<file path="src/design/rbe_pkg.sv">
// Shared types and constants for the byte-wise rANS encoder.
// Used by the front end, the command queue, the back end and the top level.
// No dependencies.
`timescale 1ns / 1ps
`default_nettype none

package rbe_pkg;

  localparam int ALPHABET_SIZE_DEF = 256;
  localparam int PROB_BITS_DEF     = 12;

  localparam int KIND_W      = 2;
  localparam int SYM_W       = 8;
  localparam int SYM_RANGE   = 256;
  localparam int FREQ_W      = 12;
  localparam int BYTE_W      = 8;
  localparam int STATE_W     = 32;
  localparam int STATE_BYTES = STATE_W / BYTE_W;
  localparam int QUEUE_DEPTH = 2;

  localparam logic [STATE_W-1:0] STATE_LOW = 32'h0001_0000;

  typedef enum logic [KIND_W-1:0] {
    KIND_LOAD   = 2'd0,
    KIND_ENCODE = 2'd1,
    KIND_FLUSH  = 2'd2
  } kind_e;

  typedef enum logic {
    OP_ENCODE = 1'b0,
    OP_FLUSH  = 1'b1
  } op_e;

  // One unit of work handed from the front end to the back end.
  typedef struct packed {
    op_e               op;
    logic [FREQ_W-1:0] freq;
    logic [FREQ_W-1:0] cum;
  } cmd_t;

  typedef struct packed {
    logic full;
    logic empty;
  } qstat_t;

endpackage

`default_nettype wire

</file>
<file path="src/design/rbe_back.sv">
// Back end: holds the coder state, renormalises and emits bytes, runs the
// radix-2 division and performs the state update and flush. Uses rbe_pkg.
`timescale 1ns / 1ps
`default_nettype none

module rbe_back
  import rbe_pkg::*;
#(
  parameter int PROB_BITS = PROB_BITS_DEF
) (
  input  wire logic              clk_i,
  input  wire logic              rst_ni,
  input  wire qstat_t            qstat_i,
  input  wire cmd_t              cmd_i,
  output logic                   pop_o,
  output logic                   out_valid_o,
  input  wire logic              out_stall_i,
  output logic [BYTE_W-1:0]      out_byte_o,
  output logic                   last_o
);

  localparam int LIMIT_SHIFT = STATE_W - BYTE_W - PROB_BITS;
  localparam int CNT_W       = $clog2(STATE_W);
  localparam int BIDX_W      = $clog2(STATE_BYTES);

  typedef enum logic [2:0] {
    ST_IDLE,
    ST_RENORM,
    ST_DIVIDE,
    ST_UPDATE,
    ST_FLUSH
  } state_e;

  state_e             state_q;
  logic [STATE_W-1:0] x_q, limit_q;
  logic [FREQ_W-1:0]  freq_q, cum_q, rem_q;
  logic [CNT_W-1:0]   cnt_q;
  logic               out_valid_q, last_q;
  logic [BYTE_W-1:0]  out_byte_q;

  logic               can_emit, ge, next_ge, renorm_last, flush_last, trial_ok;
  logic [FREQ_W:0]    trial, diff;
  logic [STATE_W-1:0] update;

  assign can_emit    = !out_valid_q || !out_stall_i;
  assign ge          = (x_q >= limit_q);
  assign next_ge     = ((x_q >> BYTE_W) >= limit_q);
  assign renorm_last = !next_ge || (cnt_q[BIDX_W-1:0] == BIDX_W'(STATE_BYTES - 1));
  assign flush_last  = (cnt_q[BIDX_W-1:0] == BIDX_W'(STATE_BYTES - 1));

  // Restoring division step: the quotient shifts into x_q from the bottom.
  assign trial    = {rem_q, x_q[STATE_W-1]};
  assign trial_ok = (trial >= {1'b0, freq_q});
  assign diff     = trial - {1'b0, freq_q};

  assign update = (x_q << PROB_BITS) + STATE_W'(rem_q) + STATE_W'(cum_q);

  assign pop_o       = (state_q == ST_IDLE) && !qstat_i.empty;
  assign out_valid_o = out_valid_q;
  assign out_byte_o  = out_byte_q;
  assign last_o      = last_q;

  always_ff @(posedge clk_i or negedge rst_ni) begin
    if (!rst_ni) begin
      state_q     <= ST_IDLE;
      x_q         <= STATE_LOW;
      limit_q     <= '0;
      freq_q      <= '0;
      cum_q       <= '0;
      rem_q       <= '0;
      cnt_q       <= '0;
      out_valid_q <= 1'b0;
      out_byte_q  <= '0;
      last_q      <= 1'b0;
    end else begin
      if (out_valid_q && !out_stall_i) begin
        out_valid_q <= 1'b0;
      end
      unique case (state_q)
        ST_IDLE: begin
          if (!qstat_i.empty) begin
            freq_q  <= cmd_i.freq;
            cum_q   <= cmd_i.cum;
            limit_q <= STATE_W'(cmd_i.freq) << LIMIT_SHIFT;
            rem_q   <= '0;
            cnt_q   <= '0;
            state_q <= (cmd_i.op == OP_FLUSH) ? ST_FLUSH : ST_RENORM;
          end
        end
        ST_RENORM: begin
          if (ge) begin
            if (can_emit) begin
              out_valid_q <= 1'b1;
              out_byte_q  <= x_q[BYTE_W-1:0];
              last_q      <= renorm_last;
              x_q         <= x_q >> BYTE_W;
              if (renorm_last) begin
                cnt_q   <= '0;
                state_q <= ST_DIVIDE;
              end else begin
                cnt_q <= cnt_q + 1'b1;
              end
            end
          end else begin
            cnt_q   <= '0;
            state_q <= ST_DIVIDE;
          end
        end
        ST_DIVIDE: begin
          x_q   <= {x_q[STATE_W-2:0], trial_ok};
          rem_q <= trial_ok ? diff[FREQ_W-1:0] : trial[FREQ_W-1:0];
          cnt_q <= cnt_q + 1'b1;
          if (cnt_q == CNT_W'(STATE_W - 1)) begin
            state_q <= ST_UPDATE;
          end
        end
        ST_UPDATE: begin
          x_q     <= update;
          state_q <= ST_IDLE;
        end
        ST_FLUSH: begin
          if (can_emit) begin
            out_valid_q <= 1'b1;
            out_byte_q  <= x_q[BYTE_W-1:0];
            last_q      <= flush_last;
            cnt_q       <= cnt_q + 1'b1;
            if (flush_last) begin
              x_q     <= STATE_LOW;
              state_q <= ST_IDLE;
            end else begin
              x_q <= x_q >> BYTE_W;
            end
          end
        end
        default: begin
          state_q <= ST_IDLE;
        end
      endcase
    end
  end

endmodule

`default_nettype wire

</file>
<file path="config.mk">
export PLATFORM = sky130hd
export DESIGN_NAME = rbe_back
export DESIGN_NICKNAME = d
export VERILOG_FILES = /design/src/design/rbe_pkg.sv /design/src/design/rbe_back.sv
export SDC_FILE = /design/constraint.sdc
export NUM_CORES = 1
export LEC_CHECK = 0
export BUFFER_PORTS_ARGS = -buffer_cell sky130_fd_sc_hd__buf_2
export CAP_MARGIN = 20
export CORE_MARGIN = 8
export CORE_UTILIZATION = 30
export DETAILED_ROUTE_END_ITERATION = 16
export GPL_TIMING_DRIVEN = 0
export PLACE_DENSITY_LB_ADDON = 0.15
export SETUP_SLACK_MARGIN = 0.1
export SYNTH_ARGS = -nofsm -noshare
export SYNTH_HDL_FRONTEND = slang
export SYNTH_SLANG_ARGS = --single-unit
</file>
<file path="constraint.sdc">
create_clock -name clk_i -period 7.94 [get_ports clk_i]
set_input_delay 1.588 -clock clk_i [delete_from_list [all_inputs] [get_ports clk_i]]
set_output_delay 1.588 -clock clk_i [all_outputs]
set_load 0.03 [all_outputs]
</file>
Word-level counts from Yosys, hierarchy flattened:

Cells that the tools add are included.

* $add $sub $neg: 4
* multiply operators: 0
* divide/modulo/power cells: 0
* magnitude comparators: 3
* eq/ne operators: 14
* shift-type cells: 0
* multiplexer cells: 34
* bitwise operators: 1
* reduce and logical (&&, ||, !) cells: 20

Operators by type and width (count)
* $pmux W32 S4: 1
* $mux W32: 3
* $add A32 B12 Y32: 2
* $ge A32 B24 Y1: 1
* $mux W5: 5
* $ge A24 B24 Y1: 1
* $mux W12: 2
* $mux W24: 1
* $mux W3: 8
* $pmux W12 S2: 1
* $pmux W5 S4: 1
* $mux W8: 2
* $pmux W8 S2: 1
* $ge A13 B12 Y1: 1
* $ne A2 B2 Y1 const B: 6
* $pmux W3 S4: 1
* $reduce_and A4 Y1: 3
* $sub A12 B12 Y12: 1
* $reduce_bool A4 Y1: 2
* $eq A3 B2 Y1 const B: 2
* $mux W1: 6
* $ne A3 B3 Y1 const B: 2
* $reduce_and A2 Y1: 3
* $reduce_and A6 Y1: 1
* 12 further kinds: 19

* bits in registers: 86
* bits in latches: 0
* RAM bits: 0
* memory bits (read-only): 0
* input bits: 30
* output and inout bits: 11
* memories kept: 0

Longest topological paths before layout:

* word-level depth: 7
* mapped depth: 11

Worst setup path before layout:

No wires, ideal clock.

* path type: input-to-output
* start point: in qstat_i[0] (netlist name)
* end point: out pop_o
* data arrival time: 2.652 ns
* required time: 6.352 ns
* slack: 3.700 ns
* cell stages on the path: 5
* buffers on the path: 2
* path through: nor2_1 > nand2_1 > inv_1 > clkbuf_1 > buf_1

* cells in the longest elaborated chain, start to end: 2

Ends and longest elaborated chain
* from (decl): RTL line rbe_back.sv:13 `input wire qstat_t qstat_i,`
* $logic_not A1 Y1
* $logic_and A1 B1 Y1: RTL line rbe_back.sv:58 `assign pop_o = (state_q == ST_IDLE) && !qstat_i.empty;`
* to (decl): RTL line rbe_back.sv:15 `output logic pop_o,`

Every way passes these cells.

Worst setup path after layout:

Same ends and word-level chain as after synthesis.

==> impl_metrics.csv <==
group,metric,value,unit
timing,grt_setup_unrepaired,"no",
global_route,global_route.overflow_total,0,
timing,skew,9.282,ps
critical_path,end_kind,"primary output",
logic_synthesis,synth_sequential_area_ratio,35.95,%
timing,timing.max_slew.rel_slack,25.01,%
critical_path,crit_slowest_cell,"sky130_fd_sc_hd__clkbuf_1",
logic_synthesis,postSynthCellCount,699,
cts,cts_max_level,3,
logic_synthesis,synth_area_leader_cell,"sky130_fd_sc_hd__dfrtp_1",
timing,hold_violations,0,
drt,ant_nets,0,
die,fp.dieW,157.3,microns
timing,hold-worst-slack,471.3,ps
critical_path,cp_max_fo,10,
timing,post-route-min-period,5129,ps
timing,final_max_slew_viol_count,0,
cts,cts.sinks,86,
cts,postCtsResizedCells,0,
die,rows,51,
logic_synthesis,synth_top_cell_area_share,35.51,%
logic_synthesis,avgSynthCellArea,8.569,sq um
critical_path,critical_path_buf_inv_count,5,
drt,detailedRoute.firstPassIterationCount,7,
timing,timing.final.setup_violations,0,
global_route,grt_start_max_net_pins,55,
global_route,use_met1,21.23,%
final_layout,multiInputGateArea,3596,sq um
cts,path_clk_slew,60,ps
critical_path,worst_ep_arrival_time,3540,ps
pwr,power.static_leakage,3.016,nW
drt,drt-initial-drc-count,343,
global_route,antenna_found_initial,0,
logic_synthesis,synth_async_sr_flop_share,100.0,%
global_route,globalRoute.busiestLayer,"met2",
die,pin_count,41,
logic_synthesis,synth_top_cells_by_area,"sky130_fd_sc_hd__dfrtp_1 (36%), sky130_fd_sc_hd__ha_1 (10%), sky130_fd_sc_hd__nand2_1 (6.6%)",
timing,final_worst_path_cycle_share,64.59,%
drt,avgRoutedWirePerCell,19.29,microns
placement,buffers_added_on_ports,39,
critical_path,timing.critical_path.from_type,"primary input",
placement,hpwl_after_detailed_placement,15.05,mm
final_layout,finalNetCount,832,
logic_synthesis,synthesis.nets,781,
cts,cts-hold-fix-buffers,0,
final_layout,layout_commonest_cell,"sky130_fd_sc_hd__nand2_1",
die,die_h,157.3,microns
critical_path,worstSetupPathType,"in -> out",
min_path,hold_path.class,"reg -> reg",
cts,cts_inserted_buffers,9,
global_route,grt_pass1_wl,30.94,mm
final_layout,num-fill-cells,2121,
critical_path,cp.required,6350,ps
logic_synthesis,synth.cell_area,5989,sq um
die,fp.dieArea,24740,sq um
pwr,ir_worst_vdd,0.1508,mV
logic_synthesis,yosys.cell_types.count,63,
global_route,globalRouteMet3Util,2.906,%
placement,place_congestion,0.8926,
pwr,total_power,2.873,mW
timing,setup_total_negative_slack,0,ps
job,max_cap_viol_count,0,
final_layout,diodes_inserted,0,
drt,detailroute.via_count,5576,
critical_path,critical_path.cell_chain,"buf_2, nor2_1, nand2_1, inv_1, clkbuf_1, buf_1, buf_2",
timing,worst_slew_pin_slew,1110,ps
run_status,status,"completed",
timing,maxClockFrequency,0.1950,GHz
pwr,power_per_cell_area,419.5,nW/um^2
global_route,gr-usage-met2,26.62,%
logic_synthesis,yosys_most_used_dff,"sky130_fd_sc_hd__dfrtp_1",
drt,detail_route.vias_per_cell,5.467,
logic_synthesis,yosysWarningCount,0,
logic_synthesis,yosys_register_bits,86,
drt,drc_violation_count_after_routing,0,
cts,clock_tree.root_cell,"sky130_fd_sc_hd__clkbuf_16",
cts,clock_latency_late_sink,350,ps
cts,post_cts.repair.setup_buffers,0,
critical_path,cpPeakStageDelay,600,ps
logic_synthesis,synth_enable_flop_cells,0,
cts,tritoncts_clock_tree,"done",
drt,drt_wl_total,19.68,mm
final_layout,layout-drive-gt1-share,10.46,%
global_route,grt_pass1_vias,5584,
final_layout,synthToLayoutAreaGrowth,14.35,%
die,initial_core_util,30.67,%
critical_path,cell_occurring_most_often_along_the_worst_timing_path,"sky130_fd_sc_hd__buf_2",
global_route,grt_usage,16.18,%
final_layout,layout_common_cells,"sky130_fd_sc_hd__nand2_1 (106), sky130_fd_sc_hd__dfrtp_1 (85), sky130_fd_sc_hd__a21oi_1 (64), sky130_fd_sc_hd__nor2_1 (55), sky130_fd_sc_hd__ha_1 (50)",
die,design.core.area,19530,sq um
cts,clock_path_buffers,2,
critical_path,cp_top_family,"buffers and inverters",
final_layout,final-seq-area,2153,sq um
state kept, by name, summed over array words and instances, names as in the netlist:
| name | cells |
|---|---|
| last_o | 1 |
| x_q | 32 |
| cum_q | 12 |
| cnt_q | 5 |
| state_q | 3 |
| out_byte_o | 8 |
| freq_q | 12 |
| out_valid_o | 1 |
| rem_q | 12 |
synthesized netlist by cell type, types with 4 or more instances:
| cell | count |
|---|---|
| sky130_fd_sc_hd__a211oi_1 | 9 |
| sky130_fd_sc_hd__a21o_1 | 12 |
| sky130_fd_sc_hd__a21oi_1 | 64 |
| sky130_fd_sc_hd__a221oi_1 | 10 |
| sky130_fd_sc_hd__a222oi_1 | 7 |
| sky130_fd_sc_hd__a22o_1 | 4 |
| sky130_fd_sc_hd__a31oi_1 | 6 |
| sky130_fd_sc_hd__and2_1 | 4 |
| sky130_fd_sc_hd__and3_1 | 10 |
| sky130_fd_sc_hd__buf_2 | 6 |
| sky130_fd_sc_hd__clkbuf_1 | 24 |
| sky130_fd_sc_hd__dfrtp_1 | 85 |
| sky130_fd_sc_hd__ha_1 | 50 |
| sky130_fd_sc_hd__inv_1 | 31 |
| sky130_fd_sc_hd__mux2_2 | 9 |
| sky130_fd_sc_hd__mux2i_1 | 6 |
| sky130_fd_sc_hd__nand2_1 | 106 |
| sky130_fd_sc_hd__nand2b_1 | 5 |
| sky130_fd_sc_hd__nand3_1 | 13 |
| sky130_fd_sc_hd__nand4_1 | 10 |
| sky130_fd_sc_hd__nor2_1 | 55 |
| sky130_fd_sc_hd__nor2b_1 | 7 |
| sky130_fd_sc_hd__nor3_1 | 10 |
| sky130_fd_sc_hd__nor4_1 | 6 |
| sky130_fd_sc_hd__o211ai_1 | 5 |
| sky130_fd_sc_hd__o21a_1 | 7 |
| sky130_fd_sc_hd__o21ai_0 | 45 |
| sky130_fd_sc_hd__o221ai_1 | 8 |
| sky130_fd_sc_hd__o31ai_1 | 9 |
| sky130_fd_sc_hd__xnor2_1 | 17 |
| sky130_fd_sc_hd__xor2_1 | 12 |
cell families (layout without fill, tap and decap cells):
family	Yosys count	count (layout)	synth area share (%)
and+or+nand+nor	242	242	18.57
AOI/OAI and AO/OA	212	212	23.23
DFF	86	86	35.95
buffers and inverters	62	118	4.011
adders and majority gates	52	52	11.11
xor gates and xnor gates	29	29	4.241
muxes	16	16	2.883
power by group:
part | leakage [nW] | switching (mW) | internal (mW)
combinational | 1.80 | 1.00 | 0.605
sequential | 1.07 | 0.210 | 0.616
clock | 0.146 | 0.180 | 0.261
worst paths after layout:
check	from	to	slack (ps)	depth (start not counted)
min in group asynchronous	rst_ni	out_byte_o[5]	1190	1
setup reg to reg	x_q[20]	cnt_q[0]	4800	10
setup / recovery	qstat_i[0]	pop_o	2810	7
hold reg to reg	last_o	last_o	470	2
max in group asynchronous	rst_ni	freq_q[2]	6120	2
hold / removal	last_o	last_o	470	2
through the flow:
step / setup WS [ps] / std cells / instance area [sq um] / utilization, %
2_1_floorplan: 3700 / 699 / 5989 / -
3_3_place_gp: 2822 / 1003 / 6516 / 33.37
3_5_place_dp: 2796 / 1004 / 6546 / 33.53
4_1_cts: 2782 / 1020 / 6849 / 35.08
5_1_grt: 2669 / 1020 / 6849 / 35.08
6_report: 2811 / 1020 / 6849 / 35.08
metal layers:
layer  vias up  wire (microns)
li1       2657               -
met3        28             916
met2       155            9181
met1      2736            9192
met4         0             385
met5         -               0
cell type report:
class / count / share of cell area (%)
Buffer: 31 / 1.809
Sequential cell: 86 / 31.44
Tap cell: 265 / 4.841
Clock inverter: 3 / 0.6211
Inverter: 31 / 1.699
Timing Repair Buffer: 40 / 3.288
Multi-Input combinational cell: 551 / 52.50
Clock buffer: 13 / 3.800
worst reg2reg max path, delay by kind of cell (launching register included):
family / cells / cell delay, ps
adders and majority gates: 1 / 310
muxes: 1 / 280
and+or+nand+nor: 3 / 410
AOI/OAI and AO/OA: 4 / 1370
DFF: 1 / 500
buffers and inverters: 1 / 160
Power figures use the tool's default switching activity.
