`src/design/rbe_pkg.sv`:
```
// Shared types and constants for the byte-wise rANS encoder.
// Used by the front end, the command queue, the back end and the top level.
// No dependencies.
`timescale 1ns / 1ps
`default_nettype none

package rbe_pkg;

  localparam int ALPHABET_SIZE_DEF = 256;
  localparam int PROB_BITS_DEF     = 12;

  localparam int KIND_W      = 2;
  localparam int SYM_W       = 8;
  localparam int SYM_RANGE   = 256;
  localparam int FREQ_W      = 12;
  localparam int BYTE_W      = 8;
  localparam int STATE_W     = 32;
  localparam int STATE_BYTES = STATE_W / BYTE_W;
  localparam int QUEUE_DEPTH = 2;

  localparam logic [STATE_W-1:0] STATE_LOW = 32'h0001_0000;

  typedef enum logic [KIND_W-1:0] {
    KIND_LOAD   = 2'd0,
    KIND_ENCODE = 2'd1,
    KIND_FLUSH  = 2'd2
  } kind_e;

  typedef enum logic {
    OP_ENCODE = 1'b0,
    OP_FLUSH  = 1'b1
  } op_e;

  // One unit of work handed from the front end to the back end.
  typedef struct packed {
    op_e               op;
    logic [FREQ_W-1:0] freq;
    logic [FREQ_W-1:0] cum;
  } cmd_t;

  typedef struct packed {
    logic full;
    logic empty;
  } qstat_t;

endpackage

`default_nettype wire

```
`src/design/rbe_queue.sv`:
```
// Short command queue between the front end and the back end.
// Uses cmd_t and qstat_t from rbe_pkg.
`timescale 1ns / 1ps
`default_nettype none

module rbe_queue
  import rbe_pkg::*;
(
  input  wire logic   clk_i,
  input  wire logic   rst_ni,
  input  wire logic   push_i,
  input  wire cmd_t   cmd_i,
  input  wire logic   pop_i,
  output cmd_t        cmd_o,
  output qstat_t      qstat_o
);

  localparam int PTR_W = (QUEUE_DEPTH > 1) ? $clog2(QUEUE_DEPTH) : 1;
  localparam int CNT_W = $clog2(QUEUE_DEPTH + 1);

  cmd_t             q_mem [QUEUE_DEPTH];
  logic [PTR_W-1:0] wr_ptr_q, rd_ptr_q;
  logic [CNT_W-1:0] cnt_q;

  function automatic logic [PTR_W-1:0] ptr_inc(input logic [PTR_W-1:0] p);
    logic [PTR_W-1:0] r;
    if (p == PTR_W'(QUEUE_DEPTH - 1)) begin
      r = '0;
    end else begin
      r = p + 1'b1;
    end
    return r;
  endfunction

  assign cmd_o         = q_mem[rd_ptr_q];
  assign qstat_o.full  = (cnt_q == CNT_W'(QUEUE_DEPTH));
  assign qstat_o.empty = (cnt_q == '0);

  always_ff @(posedge clk_i or negedge rst_ni) begin
    if (!rst_ni) begin
      wr_ptr_q <= '0;
      rd_ptr_q <= '0;
      cnt_q    <= '0;
    end else begin
      if (push_i) begin
        wr_ptr_q <= ptr_inc(wr_ptr_q);
      end
      if (pop_i) begin
        rd_ptr_q <= ptr_inc(rd_ptr_q);
      end
      if (push_i && !pop_i) begin
        cnt_q <= cnt_q + 1'b1;
      end else if (pop_i && !push_i) begin
        cnt_q <= cnt_q - 1'b1;
      end
    end
  end

  always_ff @(posedge clk_i) begin
    if (push_i) begin
      q_mem[wr_ptr_q] <= cmd_i;
    end
  end

endmodule

`default_nettype wire

```
`config.mk`:
```
export PLATFORM = sky130hd
export DESIGN_NAME = rbe_queue
export DESIGN_NICKNAME = d
export VERILOG_FILES = /design/src/design/rbe_pkg.sv /design/src/design/rbe_queue.sv
export SDC_FILE = /design/constraint.sdc
export NUM_CORES = 1
export LEC_CHECK = 0
export BUFFER_PORTS_ARGS = -buffer_cell sky130_fd_sc_hd__buf_2
export CAP_MARGIN = 15
export CORE_ASPECT_RATIO = 0.9
export CORE_MARGIN = 4
export CORE_UTILIZATION = 38
export CTS_BUF_LIST = sky130_fd_sc_hd__clkbuf_2 sky130_fd_sc_hd__clkbuf_4 sky130_fd_sc_hd__clkbuf_8
export DETAILED_ROUTE_END_ITERATION = 7
export HOLD_SLACK_MARGIN = 0.05
export PLACE_DENSITY = 0.72
export RECOVER_POWER = 100
export SYNTH_ARGS = -nofsm -noshare
export SYNTH_HDL_FRONTEND = slang
export SYNTH_SLANG_ARGS = --single-unit
```
`constraint.sdc`:
```
create_clock -name clk_i -period 5.2 [get_ports clk_i]
set_input_delay 0.26 -clock clk_i [delete_from_list [all_inputs] [get_ports clk_i]]
set_output_delay 0.26 -clock clk_i [all_outputs]
set_load 0.005 [all_outputs]
```
# Word level (Yosys, flattened, before mapping)
# Memories as Yosys holds them, arrays and structs flattened.
# Cells that the tools add are included.
# totals
elab_cells	21
output_inout_bits	27
n_memories	1
in_bits	29
ramBits	50
regBits	4
# classes
n_eq_ne	1
muxes	6
addsub	4
reduce_logical	6
# memory_table
name	words	word_bits	rd	rd_clocked_by_memory_dff	wr	line_no	text
q_mem	2	25	1	0	1	rbe_queue.sv:21	cmd_t q_mem [QUEUE_DEPTH];
# ops
operator	n
$mux 1	4
$mux 2	2
$add 1x1->1 const B	2
$add 2x1->2 const B	1
$eq 2x2->1 const B	1
$logic_and 1x1->1	2
$logic_not 1->1	2
$logic_not 2->1	1
$reduce_bool 2->1	1
$sub 2x1->2 const B	1

# Longest topological paths before layout
# Gate-level depths: netlist (run 1).
# depth
ltp_word	4
ltp_mapped	5
ltp_nobuf	5

# Worst setup path before layout (run 1)
# OpenSTA, ideal clock, no wires.
# synth_timing
kind	reg2reg
startpoint	register wr_ptr_q
endpoint	memory q_mem[0][0] (netlist bit) (enable)
t_required_ps	4790
path_stages_with_launch	2
n_path_buf	0
setup_time_ps	410
t_arrival_ps	1534
slack_ps	3256
period_less_slack_ps	1944
path_cell_list	dfrtp_1 -> nor2b_1
# synth_lines
item	line_no	text
start: declaration	rbe_queue.sv:22	logic [PTR_W-1:0] wr_ptr_q, rd_ptr_q;
start signal: assignment	rbe_queue.sv:46	wr_ptr_q <= ptr_inc(wr_ptr_q);
end: declaration	rbe_queue.sv:21	
# Straight into the memory's write port.

==> impl_metrics.csv, run 1 <==
group,metric,value,unit
synthesis,yosys.cell_types.count,13,
sta,timing.final.crit_share,48.12,%
synthesis,synth-compound-area-share,0,%
cts,clock_path_buffers,2,
sta,worst_pin_slew,1.053,ns
global_routing,grt.total_usage,10.73,%
synthesis,synth_nets,124,
routing,routed.top_layer,"met4",
critical_path,end_kind,"primary output",
routing,viasPerCell,4.649,
pwr,p_leak,0.8883,nW
placement,place_worst_setup_slack,3.331,ns
critical_path,path_delay_family,"buffers and inverters",
routing,drc,0,
cts,htreeDepth,2,
floorplan,fp-row-count,25,
cells_and_area,diodes,0,
sta,final-hold-violation-count,0,
sta,clock_skew,0.003361,ns
sta,whs,0.1524,ns
cells_and_area,fillers,482,
job,max-cap-violations,0,
critical_path,slowest_stage,"clkbuf_1",
cts,cts_setup_buffers,0,
routing,met2_wirelength,1597,µm
status,status,"completed",
sta,setup_ws,2.698,ns
synthesis,synth.ff_latch_count,54,
routing,ant_nets,0,
cells_and_area,final-seq-area,0.001602,mm²
sta,relSlewSlack,29.80,%
floorplan,core_area,0.005286,mm²
sta,rsz0062_at_grt,"false",
critical_path,crit_path_max_incr_delay,0.79,ns
cts,path_clk_slew,0.09,ns
critical_path,worst-path-max-fanout,16,
sta,fmax,399.7,MHz
routing,wire_per_inst,15.50,µm
synthesis,synthCells,94,
global_routing,grt-ovfl-total,0,
cells_and_area,multi_input_area,364.1,µm²
routing,dr.first_iter.drc_count,20,
critical_path,critPathBufInv,2,
routing,num_vias,1046,
critical_path,path_cells,"clkbuf_1 > mux2_2 > buf_2",
cts,clk_latency,0.29,ns
routing,dr.pass1.iters,4,
critical_path,start_kind,"register",
cells_and_area,fin_util,46.08,%
critical_path,cp_data_required_time,4.94,ns
cts,ctsRootBufferMaster,"clkbuf_8",
pwr,finalPower,1.196,mW
floorplan,die_area,0.006758,mm²
synthesis,synth_mux_area_share,16.87,%
global_routing,antenna_found_initial,0,
sta,finalSetupViolCount,0,
sta,min_period,2.502,ns
critical_path,crit_arrival,2.24,ns
synthesis,yosys.area_share.simple,1.256,%
sta,fin_setup_tns,0,ns
routing,wl_met3,322,µm
synthesis,netlist_area,0.002092,mm²
cts,clock-sinks,54,
routing,routed_wirelength,3487,µm
synthesis,synth_top_family_by_area,"multiplexers",
floorplan,start_util,39.57,%
synthesis,avgSynthCellArea,22.26,µm²
synthesis,ys_seq_area_share,76.56,%
cts,cts_inserted_buffers,5,
placement,gp_congestion,0.7172,
synthesis,ys_warn_count,0,
floorplan,die_h,78.39,µm
floorplan,ios,56,
global_routing,grt_pass1_wl,5575,µm
cts,cts_tree,"built",
pwr,peakVddDrop,0.0002078,V
global_routing,grt_max_degree,26,
global_routing,grt_pass1_vias,1185,
placement,numPortBuffers,55,
floorplan,die_x,86.21,µm
routing,wl_met1,1550,µm
synthesis,synth_xor_xnor_area_share,2.093,%
sta,finalMaxSlewViolations,0,
critical_path,crit_type,"register to primary output",
cts,post_cts_resized,0,
cells_and_area,drive_above_1_share,31.01,%
placement,dp_hpwl,2501,µm
synthesis,synth-adder-area-share,0.5981,%
pwr,powerDensity,491.0,mW/mm²
cells_and_area,layout.nets,187,
hold_path,min-delay-path-class,"input pin to register",
cells_and_area,syn_to_final_growth,16.45,%
## metrics by stage
| stage | area [µm²] | instances |
|---|---|---|
| 2_1_floorplan | 2092 | 94 |
| 3_3_place_gp | 2410 | 214 |
| 3_5_place_dp | 2437 | 215 |
| 4_1_cts | 2557 | 224 |
| 5_1_grt | 2436 | 225 |
| 6_report | 2436 | 225 |
## cell families after synthesis
| group | Yosys count |
|---|---|
| buf+inv | 4 |
| xor+xnor | 5 |
| flops | 54 |
| simple gates | 5 |
| mux | 25 |
| fa+ha+maj | 1 |
## layout by cell type, fill, tap and decap left out, types with 2 or more instances in the layout
cell,count
edfxtp_1,50
buf_2,35
clkbuf_1,22
mux2_1,19
mux2_2,6
clkbuf_8,5
xor2_1,4
dfrtp_1,4
nor2b_1,2
nor2_1,2
## cell type report
| cell class | instances | area share, % |
|---|---|---|
| tap | 67 | 3.441 |
| clock buffer | 6 | 3.133 |
| multi-input combinational | 36 | 14.95 |
| clock inverter | 2 | 1.387 |
| inverter | 1 | 0.1541 |
| timing repair buffer | 59 | 11.20 |
| sequential | 54 | 65.74 |
## repair_timing
action | in CTS | in global routing
hold endpoints to repair | 4 | 0
hold buffers | 1 | 0
endpoints found under the setup margin | 0 | 0
## worst reg2reg max path: cells and delay by family (launching register included)
kind / cells / cell delay (ns)
flip-flops: 1 / 0.40
AND/OR/NAND/NOR: 1 / 0.57
buffers and inverters: 1 / 0.85
## state kept, by name, indices dropped and copies added, names as in the netlist
| register | count |
|---|---|
| wr_ptr_q | 1 |
| rd_ptr_q | 1 |
| q_mem | 50 |
| cnt_q | 2 |
## path summary, 6_finish.rpt
kind | from | endpoint | slack (ns) | depth (start not counted)
max in group asynchronous | rst_ni | rd_ptr_q | 4.69 | 2
min in group asynchronous | rst_ni | cnt_q[0] | 0.32 | 2
worst max-delay path | rd_ptr_q | cmd_o[10] | 2.70 | 3
worst min-delay path | cmd_i[9] | q_mem[1][9] | 0.15 | 1
worst max register to register | wr_ptr_q | q_mem[0][0] | 3.00 | 2
worst min register to register | wr_ptr_q | wr_ptr_q | 0.49 | 1
## synth_stat cells (all sizes together)
cell | count | share of area [%]
and2 | 1 | 0.30
buf | 3 | 2.5
dfrtp | 4 | 4.8
edfxtp | 50 | 72
ha | 1 | 0.60
inv | 1 | 0.18
mux2 | 25 | 17
nor2 | 2 | 0.36
nor2b | 2 | 0.60
xnor2 | 1 | 0.42
xor2 | 4 | 1.7
## routing by layer
metal  vias to the layer above  global-route usage [%]
met5                         -                       0
met4                         0                   1.869
met3                         2                   3.882
met2                        47                   17.64
met1                       516                   13.85
li1                        481                       -
## where the power goes
group,switching (mW),internal (mW)
Sequential,0.0418,0.581
Combinational,0.157,0.147
Clock,0.122,0.147
Total,0.320,0.876
Power figures use the tool's default switching activity.
==> run 2: changes to the inputs <==
==> constraint.sdc (replaced) <==
create_clock -name clk_i -period 2.62 [get_ports clk_i]
set_input_delay 0.131 -clock clk_i [delete_from_list [all_inputs] [get_ports clk_i]]
set_output_delay 0.131 -clock clk_i [all_outputs]
set_load 0.005 [all_outputs]
==> impl_metrics.csv, run 2 (synthesis gave the netlist of run 1 again) <==
group,metric,value,unit
status,status,"completed",
sta,clock_skew,0.006599,ns
cts,cts_setup_buffers,0,
floorplan,ios,56,
critical_path,slowest_stage,"clkbuf_2",
pwr,switchingPower,639.7,µW
cells_and_area,final_common_cell,"edfxtp_1",
cells_and_area,syn_to_final_growth,28.89,%
routing,dr.pass1.iters,4,
critical_path,worstSetupStartpoint,"rd_ptr_q",
pwr,swShare,26.44,%
routing,ant_nets,0,
critical_path,cp_data_required_time,2.49,ns
critical_path,crit_type,"register to primary output",
critical_path,start_kind,"register",
cts,clock-sinks,54,
critical_path,ff2ff_path_depth,2,
global_routing,grt_pass1_wl,5940,µm
cells_and_area,layout.cells.non_filler,251,
sta,fin_setup_tns,0,ns
placement,dp.cells,216,
routing,routed_wirelength,3742,µm
sta,setup_ws,0.7567,ns
global_routing,antenna_found_initial,0,
sta,finalMaxSlewViolations,0,
hold_path,hold_path_depth,2,
critical_path,worst-path-max-fanout,26,
cells_and_area,regMostFlops,"q_mem",
sta,relSlewSlack,40.30,%
floorplan,start_util,39.57,%
sta,worst_pin_slew,0.8937,ns
floorplan,die_x,86.21,µm
critical_path,path_cells,"clkbuf_2 > mux2_1 > buf_2",
routing,drc,0,
cells_and_area,drive_above_1_share,23.37,%
placement,gp_congestion,0.7219,
sta,finalSetupViolCount,0,
placement,place_worst_setup_slack,1.091,ns
pwr,p_int,1.780,mW
cts,clock_path_buffers,2,
global_routing,grt_pass1_vias,1257,
placement,numPortBuffers,55,
cts,clk_latency,0.30,ns
global_routing,grt_max_degree,27,
routing,num_vias,1115,
critical_path,crit_path_max_incr_delay,0.55,ns
floorplan,core_area,0.005286,mm²
critical_path,ff2ff_setup_slack,0.83,ns
cells_and_area,layout.nets,213,
global_routing,grt-ovfl-total,0,
cells_and_area,largest_reg_flops,50,
cells_and_area,most-common-layout-cells,"edfxtp_1 (50), clkbuf_1 (29), dlygate4sd3_1 (27), buf_2 (26), mux2_1 (19)",
pwr,power_frac_comb,27.5,%
sta,timing.final.crit_share,71.12,%
cts,ctsRootBufferMaster,"clkbuf_8",
job,max-cap-violations,0,
floorplan,die_area,0.006758,mm²
pwr,powerDensity,897.5,mW/mm²
pwr,pwr-share-clk,22.5,%
global_routing,grt.total_usage,11.67,%
sta,final-hold-violation-count,0,
cts,postCtsHoldBufs,27,
cts,cts_tree,"built",
cts,post_cts_resized,0,
hold_path,min-delay-path-class,"input pin to register",
floorplan,die_h,78.39,µm
sta,min_period,1.863,ns
cts,path_clk_slew,0.08,ns
critical_path,crit_arrival,1.73,ns
critical_path,r2r_end,"q_mem[0][22]",
pwr,peakVddDrop,0.0005935,V
routing,viasPerCell,4.442,
pwr,p_leak,0.9828,nW
cells_and_area,diodes,0,
routing,dr.first_iter.drc_count,65,
critical_path,critPathBufInv,2,
critical_path,r2r_start,"wr_ptr_q",
cells_and_area,biggestRegsByFlops,"q_mem: 50 flops, cnt_q: 2 flops",
critical_path,crit_end,"cmd_o[23]",
cts,cts_inserted_buffers,5,
sta,fmax,536.7,MHz
critical_path,path_delay_family,"buffers and inverters",
sta,rsz0062_at_grt,"false",
cells_and_area,finalInstanceArea,0.002696,mm²
pwr,p_seq_share,50.0,%
placement,dpl_cell_area,0.002425,mm²
critical_path,end_kind,"primary output",
routing,wire_per_inst,14.91,µm
cts,htreeDepth,2,
critical_path,cp.depth,3,
sta,whs,0.06313,ns
floorplan,fp-row-count,25,
-- run 2: cell types whose count changed in the layout (fill, tap and decap cells not counted) --
cell and change:
dlygate4sd3_1 +26, buf_2 -9, clkbuf_4 +1, clkbuf_1 +7
clkinv_1 -1, buf_4 +2
-- run 2: area by class of cell --
| cell class | instances | area [µm²] |
|---|---|---|
| multi-input combinational | 36 | 364.1 |
| timing repair buffer | 85 | 529.3 |
| fill | 459 | 2590 |
| tap | 67 | 83.83 |
| inverter | 1 | 3.754 |
| clock inverter | 1 | 30.03 |
| clock buffer | 7 | 83.83 |
| sequential | 54 | 1602 |
-- run 2: power by group through the flow --
stage                     Combinational (mW)  Sequential, mW  Clock [mW]
after floorplan                        0.582            1.22           0
after global placement                 0.788            1.22           0
after detailed placement               0.797            1.24           0
after CTS                              0.835            1.22       0.556
after global routing                   0.738            1.23       0.605
final                                  0.667            1.21       0.544
-- run 2: worst reg2reg max path, stage by stage (launching register included) --
cell     delay, ns
dfrtp_1       0.41
nor2b_1       0.70
buf_4         0.37
-- run 2: metrics by stage --
stage	total power, mW	utilization (%)
5_1_grt	2.569	51.01
6_report	2.420	51.01
3_5_place_dp	2.033	45.87
3_3_place_gp	2.008	45.87
2_1_floorplan	1.800	-
4_1_cts	2.607	53.14
-- run 2: worst min-delay path by stage --
stage           start       end  slack [ns]
2_1_floorplan  rst_ni  cnt_q[0]       -0.16
3_3_place_gp   rst_ni  wr_ptr_q       -0.06
3_5_place_dp   rst_ni  wr_ptr_q       -0.06
4_1_cts        push_i  wr_ptr_q        0.05
5_1_grt        push_i  wr_ptr_q        0.05
6_report       push_i  wr_ptr_q        0.06
-- run 2: per-layer routing --
metal	up-vias	wire, µm	GRT usage, %
met4	0	29	2.336
met3	5	320	4.407
met1	530	1522	13.58
met5	-	0	0
met2	46	1869	20.57
li1	534	-	-
==> run 3: changes to the inputs <==
==> constraint.sdc (replaced) <==
create_clock -name clk_i -period 1.8 [get_ports clk_i]
set_input_delay 0.09 -clock clk_i [delete_from_list [all_inputs] [get_ports clk_i]]
set_output_delay 0.09 -clock clk_i [all_outputs]
set_load 0.005 [all_outputs]
==> impl_metrics.csv, run 3 (synthesis gave the netlist of run 1 again) <==
group,metric,value,unit
floorplan,start_util,39.57,%
placement,gp_congestion,0.7237,
cells_and_area,diodes,0,
critical_path,crit_arrival,1.49,ns
cells_and_area,biggestRegsByFlops,"q_mem: 50 flops, cnt_q: 2 flops",
cells_and_area,largest_reg_flops,50,
floorplan,core_area,0.005286,mm²
floorplan,ios,56,
cts,htreeDepth,2,
cts,cts_tree,"built",
critical_path,path_delay_family,"buffers and inverters",
placement,numPortBuffers,55,
sta,clock_skew,0.004026,ns
sta,fmax,630.9,MHz
floorplan,fp-row-count,25,
cts,clock-sinks,54,
routing,num_vias,1136,
cells_and_area,layout.nets,218,
cells_and_area,fin_util,51.79,%
critical_path,critPathBufInv,2,
cts,cts_setup_buffers,0,
cts,post_cts_resized,0,
cts,postCtsHoldBufs,28,
critical_path,r2r_start,"wr_ptr_q",
floorplan,die_area,0.006758,mm²
routing,ant_nets,0,
sta,whs,0.1426,ns
global_routing,grt-ovfl-total,0,
critical_path,ff2ff_setup_slack,0.48,ns
sta,final-hold-violation-count,0,
sta,finalSetupViolCount,0,
sta,fin_setup_tns,0,ns
cells_and_area,regMostFlops,"q_mem",
job,max-cap-violations,0,
critical_path,cp_data_required_time,1.71,ns
cells_and_area,final_common_cell,"edfxtp_1",
cells_and_area,syn_to_final_growth,30.86,%
routing,wire_per_inst,14.22,µm
routing,drc,0,
global_routing,antenna_found_initial,0,
sta,rsz0062_at_grt,"false",
sta,relSlewSlack,66.82,%
global_routing,grt_pass1_wl,5692,µm
critical_path,path_cells,"clkbuf_4 > mux2_1 > buf_2",
critical_path,start_kind,"register",
hold_path,min-delay-path-class,"input pin to async pin",
floorplan,die_h,78.39,µm
sta,timing.final.crit_share,88.05,%
pwr,p_leak,1.007,nW
cells_and_area,most-common-layout-cells,"edfxtp_1 (50), dlygate4sd3_1 (28), clkbuf_1 (28), buf_2 (28), mux2_1 (16)",
global_routing,grt_pass1_vias,1222,
critical_path,end_kind,"primary output",
critical_path,crit_type,"register to primary output",
cts,path_clk_slew,0.09,ns
critical_path,ff2ff_path_depth,2,
placement,dp_hpwl,2556,µm
critical_path,crit_path_max_incr_delay,0.38,ns
routing,routed_wirelength,3641,µm
cts,ctsRootBufferMaster,"clkbuf_8",
pwr,powerDensity,1302,mW/mm²
status,status,"completed",
pwr,peakVddDrop,0.0007109,V
routing,dr.first_iter.drc_count,49,
cts,clock_path_buffers,2,
critical_path,worst-path-max-fanout,17,
routing,dr.pass1.iters,3,
cts,cts_inserted_buffers,5,
sta,worst_pin_slew,0.4977,ns
critical_path,slowest_stage,"mux2_1",
floorplan,die_x,86.21,µm
sta,min_period,1.585,ns
cts,clk_latency,0.29,ns
routing,viasPerCell,4.438,
global_routing,grt_max_degree,18,
critical_path,r2r_end,"q_mem[0][15]",
sta,finalMaxSlewViolations,0,
global_routing,grt.total_usage,10.93,%
cells_and_area,drive_above_1_share,26.46,%
run 3: cell count changes in the layout (fill, tap and decap cells not counted), moves of 2 or more:
cell	previous run	this run
mux2_1	19	16
clkinvlp_4	0	2
clkbuf_2	1	3
mux2_4	0	3
buf_2	26	28
run 3: cell type report:
class | instances | area, µm²
Inverter | 1 | 3.754
Multi-Input combinational cell | 36 | 375.4
Sequential cell | 54 | 1602
Timing Repair Buffer | 90 | 559.3
Clock buffer | 5 | 68.82
Clock inverter | 3 | 45.04
Fill cell | 474 | 2549
Tap cell | 67 | 83.83
run 3: power breakdown:
group	internal, mW	switching [mW]	total, mW
sequential	1.68	0.0881	1.76
combinational	0.517	0.502	1.02
clock	0.413	0.368	0.782
run 3: through the flow:
step	cells	power (mW)	instance area, µm²	setup slack, ns
final	256	3.564	2738	0.2151
after global routing	256	3.784	2738	0.1279
after CTS	256	3.836	2849	0.2007
after detailed placement	220	3.004	2455	0.5432
after global placement	220	2.948	2455	0.6028
after floorplan	94	2.621	2095	0.3212
run 3: worst max path at each step:
stage / startpoint / endpoint / cells past startpoint
after global routing: rd_ptr_q / cmd_o[14] / 3
after global placement: rd_ptr_q / cmd_o[24] / 3
final: rd_ptr_q / cmd_o[14] / 3
after CTS: rd_ptr_q / cmd_o[11] / 3
after floorplan: wr_ptr_q / q_mem[0][0] / 1
after detailed placement: rd_ptr_q / cmd_o[11] / 3
run 3: worst register-to-register path, cell delays in order, from the launching register on:
cell	delay (ns)
dfrtp_1	0.41
nor2b_1	0.19
clkbuf_2	0.39
run 3: per-layer routing:
layer	wire length [µm]	global-route usage (%)	vias to the layer above	share of wire [%]
met4	23	1.869	0	0.63
li1	-	-	544	-
met1	1475	13.22	548	41
met5	0	0	-	0
met3	247	2.728	3	6.8
met2	1894	19.88	41	52
